**src/rtl/cpd_pkg.sv**
```systemverilog
// Shared types, constants and codes for the coalescent prior delta block.
`default_nettype none

package cpd_pkg;

    localparam int DEF_MAX_ENTRIES = 1024;
    localparam int DEF_DATE_WIDTH  = 48;

    localparam int IDX_W     = 10;
    localparam int CNT_W     = 11;
    localparam int ALPHA_W   = 48;
    localparam int CFG_W     = 48;
    localparam int CFG_IDX_W = 2;
    localparam int RES_W     = 64;
    localparam int FRAC_W    = 16;

    // quotient bits produced by the serial divider
    localparam int DIV_BITS  = RES_W + FRAC_W;
    localparam int DIV_CNT_W = $clog2(DIV_BITS + 1);

    localparam logic [ALPHA_W-1:0] ALPHA_RESET = ALPHA_W'(65536);

    localparam logic [1:0] MODE_WR_LEAF = 2'd0;
    localparam logic [1:0] MODE_WR_NODE = 2'd1;
    localparam logic [1:0] MODE_QUERY   = 2'd2;

    localparam logic [CFG_IDX_W-1:0] REG_LEAF_COUNT  = 2'd0;
    localparam logic [CFG_IDX_W-1:0] REG_NODE_COUNT  = 2'd1;
    localparam logic [CFG_IDX_W-1:0] REG_ALPHA_SCALE = 2'd2;

    typedef enum logic [3:0] {
        ST_IDLE,
        ST_CHK,
        ST_EQ,
        ST_SRD,
        ST_SCMP,
        ST_WRD,
        ST_WEV,
        ST_MUL,
        ST_PROD,
        ST_ACC,
        ST_COMPL,
        ST_DINIT,
        ST_DSTEP,
        ST_DOUT
    } cpd_state_t;

    typedef struct packed {
        logic wr_leaf;
        logic wr_node;
        logic load;
        logic kinit;
        logic srch_rd;
        logic srch_cmp;
        logic walk_ev;
        logic mul;
        logic prod;
        logic acc;
        logic compl_form;
        logic dinit;
        logic dstep;
        logic dout;
        logic eq_out;
    } cpd_cmd_t;

    typedef struct packed {
        logic dates_eq;
        logic srch_done;
        logic last;
        logic div_last;
    } cpd_stat_t;

endpackage

`default_nettype wire

```
**src/rtl/cpd_ctrl.sv**
```systemverilog
// Controller state machine for the coalescent prior delta block.
`default_nettype none

module cpd_ctrl
    import cpd_pkg::*;
(
    input  wire logic       clk,
    input  wire logic       rst_n,
    input  wire logic       start,
    input  wire logic [1:0] mode,
    input  wire cpd_stat_t  stat,
    output cpd_cmd_t        cmd,
    output logic            busy,
    output logic            done
);

    cpd_state_t state_reg;
    cpd_state_t state_next;
    logic       done_reg;
    logic       done_next;
    logic       accept;

    assign accept = start && (state_reg == ST_IDLE);

    always_ff @(posedge clk or negedge rst_n)
    begin
        if (!rst_n)
        begin
            state_reg <= ST_IDLE;
            done_reg  <= 1'b0;
        end
        else
        begin
            state_reg <= state_next;
            done_reg  <= done_next;
        end
    end

    always_comb
    begin
        state_next = state_reg;
        unique case (state_reg)
            ST_IDLE:
            begin
                if (accept && (mode == MODE_QUERY))
                    state_next = ST_CHK;
            end
            ST_CHK:
            begin
                if (stat.dates_eq)
                    state_next = ST_EQ;
                else if (stat.srch_done)
                    state_next = ST_WRD;
                else
                    state_next = ST_SRD;
            end
            ST_EQ:    state_next = ST_IDLE;
            ST_SRD:   state_next = ST_SCMP;
            ST_SCMP:  state_next = ST_CHK;
            ST_WRD:   state_next = ST_WEV;
            ST_WEV:   state_next = ST_MUL;
            ST_MUL:   state_next = ST_PROD;
            ST_PROD:  state_next = ST_ACC;
            ST_ACC:   state_next = stat.last ? ST_COMPL : ST_WRD;
            ST_COMPL: state_next = ST_DINIT;
            ST_DINIT: state_next = ST_DSTEP;
            ST_DSTEP:
            begin
                if (stat.div_last)
                    state_next = ST_DOUT;
            end
            ST_DOUT:  state_next = ST_IDLE;
            default:  state_next = ST_IDLE;
        endcase
    end

    always_comb
    begin
        cmd            = '0;
        cmd.wr_leaf    = accept && (mode == MODE_WR_LEAF);
        cmd.wr_node    = accept && (mode == MODE_WR_NODE);
        cmd.load       = accept && (mode == MODE_QUERY);
        cmd.kinit      = (state_reg == ST_CHK);
        cmd.srch_rd    = (state_reg == ST_SRD);
        cmd.srch_cmp   = (state_reg == ST_SCMP);
        cmd.walk_ev    = (state_reg == ST_WEV);
        cmd.mul        = (state_reg == ST_MUL);
        cmd.prod       = (state_reg == ST_PROD);
        cmd.acc        = (state_reg == ST_ACC);
        cmd.compl_form = (state_reg == ST_COMPL);
        cmd.dinit      = (state_reg == ST_DINIT);
        cmd.dstep      = (state_reg == ST_DSTEP);
        cmd.dout       = (state_reg == ST_DOUT);
        cmd.eq_out     = (state_reg == ST_EQ);
        busy           = (state_reg != ST_IDLE);
        done_next      = (state_reg == ST_DOUT) || (state_reg == ST_EQ);
        done           = done_reg;
    end

endmodule

`default_nettype wire

```
**config.mk**
```make
export PLATFORM = sky130hd
export DESIGN_NAME = cpd_ctrl
export DESIGN_NICKNAME = d
export VERILOG_FILES = /design/src/rtl/cpd_pkg.sv /design/src/rtl/cpd_ctrl.sv
export SDC_FILE = /design/constraint.sdc
export NUM_CORES = 1
export LEC_CHECK = 0
export ABC_AREA = 1
export BUFFER_PORTS_ARGS = -buffer_cell sky130_fd_sc_hd__buf_2
export CORE_AREA = 3 3 40 42
export CTS_CLUSTER_SIZE = 16
export DETAILED_ROUTE_END_ITERATION = 8
export DIE_AREA = 0 0 43 45
export HOLD_SLACK_MARGIN = 0.08
export PLACE_DENSITY = 0.64
export SETUP_SLACK_MARGIN = 0.5
export SKIP_CTS_REPAIR_TIMING = 1
export SLEW_MARGIN = 20
export SYNTH_ARGS = -nofsm -noshare
export SYNTH_HDL_FRONTEND = slang
export SYNTH_SLANG_ARGS = --single-unit
```
**constraint.sdc**
```tcl
create_clock -name clk -period 2.5 [get_ports clk]
set_input_delay 0.5 -clock clk [delete_from_list [all_inputs] [get_ports clk]]
set_output_delay 0.5 -clock clk [all_outputs]
set_load 0.005 [all_outputs]
```
* Yosys cells after proc, flatten, opt, wreduce, memory -nomap -nowiden
Index checks and enable logic that the tools add are counted.
** Word-level totals
- Logic and storage cells :: 34
- Output and inout bits :: 17
- Register bits after elaboration :: 5
- Bits of input ports :: 9
** Operators by class
- Equality and inequality tests :: 17
- Mux-type cells :: 6
- Reduce and logical (&&, ||, !) cells :: 9
** Operators with widths (number)
- $pmux W4 S12 :: 1
- $eq A4 B4 Y1 const B :: 6
- $eq A4 B3 Y1 const B :: 4
- $mux W4 :: 3
- $eq A4 B2 Y1 const B :: 2
- $mux W3 :: 2
- $eq A4 B1 Y1 const B :: 1
- $logic_and A1 B1 Y1 :: 4
- $logic_not A4 Y1 :: 1
- $ne A2 B2 Y1 const B :: 2
- $reduce_bool A4 Y1 :: 1
- $eq A2 B1 Y1 const B :: 1
- $eq A2 B2 Y1 const B :: 1
- $logic_not A2 Y1 :: 1
- $reduce_and A2 Y1 :: 1
- $logic_or A1 B1 Y1 :: 1

* Longest topological paths before layout
- Word-level depth :: 5
- Mapped depth :: 6
- Depth with buffers taken out :: 6

* Worst setup path before layout
No wires, ideal clock.
- Kind :: flip-flop to output port
- Start point :: reg state_reg[1]
- End point :: out cmd[13] in the netlist's numbering
- Path slack :: 1019 ps
- Path buffers :: 0
- Arrival time :: 981 ps
- Stages on the path, launching flop included :: 6
- Data required time :: 2000 ps
- Cells stage by stage :: dfrtp_1 > nor2_2 > inv_2 > nor2_2 > nand2_2 > nor3_1
** RTL lines
- from (decl) :: line cpd_ctrl.sv:17 : cpd_state_t state_reg;
- from (signal assigned) :: line cpd_ctrl.sv:34 : state_reg <= state_next;
- to (decl) :: line cpd_ctrl.sv:12 : output cpd_cmd_t cmd,

==> flow_summary.json <==
{
  "p_sw_w": 0.000279,
  "leakage_nw": 0.433,
  "synthMuxAreaShare_pct": 0,
  "antenna_cells": 0,
  "most-common-layout-cells": "buf_2 (25), nand2_1 (19), inv_1 (15)",
  "post-route-period-util_pct": 75.1,
  "synthAdderAreaFrac_pct": 0,
  "synth.distinct_cells": 14,
  "fillers": 147,
  "yosys_warnings": 0,
  "cts_sinks": 5,
  "crit_slowest_cell": "dfrtp_2",
  "wl_per_cell_um": 10.3,
  "ys_seq_area_share_pct": 28.7,
  "drive_above_1_share_pct": 38.3,
  "synthCells": 77,
  "cts_buffer_depth": 2,
  "synth_xor_area_share_pct": 0,
  "crit_family": "simple AND/OR/NAND/NOR gates",
  "required_ns": 2.00,
  "setup_tns_ns": 0,
  "layoutNonFillerInstCount": 122,
  "setup_violations": 0,
  "dieArea_mm2": 0.00194,
  "rsz0062_at_grt": "no",
  "vias": 559,
  "r2r_cells": 5,
  "crit_cells": 6,
  "io_pins": 26,
  "gp_congestion": 0.883,
  "comb_power_share_pct": 54.7,
  "drv_slew": 0,
  "die_w_um": 43,
  "max_slew.worst_pin.slew_ns": 0.292,
  "start_util_pct": 34.0,
  "fin_crit_ns": 1.88,
  "p_sw_share_pct": 49.1,
  "largest_reg_flops": 4,
  "reg2reg_slack_ns": 1.32,
  "via_per_inst": 4.58,
  "ir_worst_vdd_v": 0.000442,
  "synth_simple_gate_area_share_pct": 51.9,
  "cts_tree": "built",
  "grt_pass1_vias": 442,
  "rr_endpoint": "state_reg[2]",
  "ant_nets": 0,
  "hold_viol": 0,
  "grtUsageMet2_pct": 20.1,
  "clk_pin_slew_ns": 0.05,
  "die_h_um": 45,
  "clkPwrFrac_pct": 18.1,
  "power_density_mw_per_mm2": 892,
  "grt_usage_pct": 13.5,
  "routed_wl_mm": 1.26,
  "drt_iter0_drc": 12,
  "clock.fmax_ghz": 0.533,
  "critPathMaxStageDelay_ns": 0.43,
  "synthesis.area_um2": 437,
  "critical_path.cell_chain": "inv_1, nand2_2, nor2_4, nand2_2, nor3_1, buf_2",
  "cp.arrival_ns": 1.38,
  "overflow": 0,
  "drcViolationCount": 0,
  "outcome": "finished clean",
  "cp_common_cell": "nand2_2",
  "cp_num_buf_inv": 2,
  "hpwl_um": 980,
  "cts-htree-levels": 1,
  "area_growth_pct": 45.6,
  "startpoint_type": "flop",
  "cts-root-buf": "clkbuf_4",
  "cp-end-kind": "primary output",
  "r2r-start": "state_reg[0]",
  "synth_seq_cells": 5,
  "final_common_cell": "buf_2",
  "met3_usage_pct": 5.18,
  "cp_max_fo": 6,
  "cts_buffers": 3,
  "slew-limit-headroom_pct": 80.3,
  "std_cell_rows": 13,
  "critPathKind": "reg -> out",
  "dp.cells": 117,
  "clock_latency_ns": 0.26,
  "hold_path_end": "state_reg[1]",
  "fin_skew_ns": 0.00347,
  "grt_pass1_wl_mm": 1.90,
  "grt_max_degree": 7,
  "firstDrtPassIters": 5,
  "antenna_found_initial": 0,
  "grt.busiest_layer": "met2",
  "coreArea_mm2": 0.00128,
  "hold_depth": 3,
  "maxCapViolCount": 0,
  "worst_hold_path_type": "in -> reg",
  "grtUsageMet1_pct": 17.6,
  "p_int_w": 0.000288,
  "min_from": "stat[1]",
  "syn_area_per_cell_um2": 5.67,
  "portBuffers": 25,
  "synth_compound_area_share_pct": 4.87,
  "synth_nets": 86,
  "layout.nets": 117,
  "seq_power_share_pct": 27.2,
  "synth_top_family_by_area": "simple AND/OR/NAND/NOR gates"
}
[worst min-delay path: cells and delay by family]
kind                   cells  cell delay [ns]
AND/OR/NAND/NOR            2             0.14
buffers and inverters      1             0.10
[power by group through the flow]
| stage | clock network [W] | logic, W | registers, W |
|---|---|---|---|
| 2_1_floorplan | 0 | 0.000199 | 0.000141 |
| 4_1_cts | 0.000108 | 0.000296 | 0.000147 |
| 6_report | 0.000103 | 0.000310 | 0.000154 |
| 3_5_place_dp | 0 | 0.000292 | 0.000147 |
| 3_3_place_gp | 0 | 0.000296 | 0.000148 |
| 5_1_grt | 0.000111 | 0.000349 | 0.000159 |
[logic make-up after synthesis]
logic type             after synthesis
DFF                                  5
AOI/OAI and AO/OA                    4
and+or+nand+nor                     51
buffers and inverters               17
[per-stage QoR]
stage / power (W) / instance area [um^2] / hold WS, ns / util (%) / setup WS [ns]
4_1_cts: 0.000552 / 608 / 0.0400 / 47.3 / 0.542
5_1_grt: 0.000619 / 636 / 0.541 / 49.5 / 0.522
3_3_place_gp: 0.000444 / 581 / 0.320 / 45.2 / 0.846
2_1_floorplan: 0.000340 / 437 / 0.204 / - / 1.02
3_5_place_dp: 0.000439 / 581 / 0.319 / 45.2 / 0.842
6_report: 0.000567 / 636 / 0.520 / 49.5 / 0.622
[final cells by class]
cell class	count	area, um^2	area share (%)
Multi-Input combinational cell	55	263	41.3
Timing Repair Buffer	26	135	21.3
Sequential cell	5	128	20.1
Inverter	17	63.8	10.0
Clock buffer	3	22.5	3.54
Tap cell	15	18.8	2.95
Clock inverter	1	5.00	0.787
[how the worst max path moves through the flow]
stage	startpoint	to	slack, ns
2_1_floorplan	state_reg[1]	cmd[13]	1.02
3_3_place_gp	state_reg[1]	cmd[14]	0.85
3_5_place_dp	state_reg[1]	cmd[13]	0.84
4_1_cts	state_reg[1]	cmd[13]	0.54
5_1_grt	state_reg[3]	cmd[14]	0.52
6_report	state_reg[3]	cmd[14]	0.62
[synthesized netlist by cell type (all sizes together)]
cell   number  share of area (%)
nand2      21                 19
nor2       18                 18
inv        17                 15
nand3       7                8.0
dfrtp       5                 29
nor3        3                3.4
o21ai       2                2.3
a21oi       1                1.1
nand4       1                1.4
o22ai       1                1.4
or2         1                1.4
[metal layers]
layer  wire length (um)  vias to the layer above
met4                 14                        0
met2                558                       23
met5                  0                        -
met1                587                      241
li1                   -                      293
met3                 96                        2
Note: power is estimated with default switching activity, not from simulation.
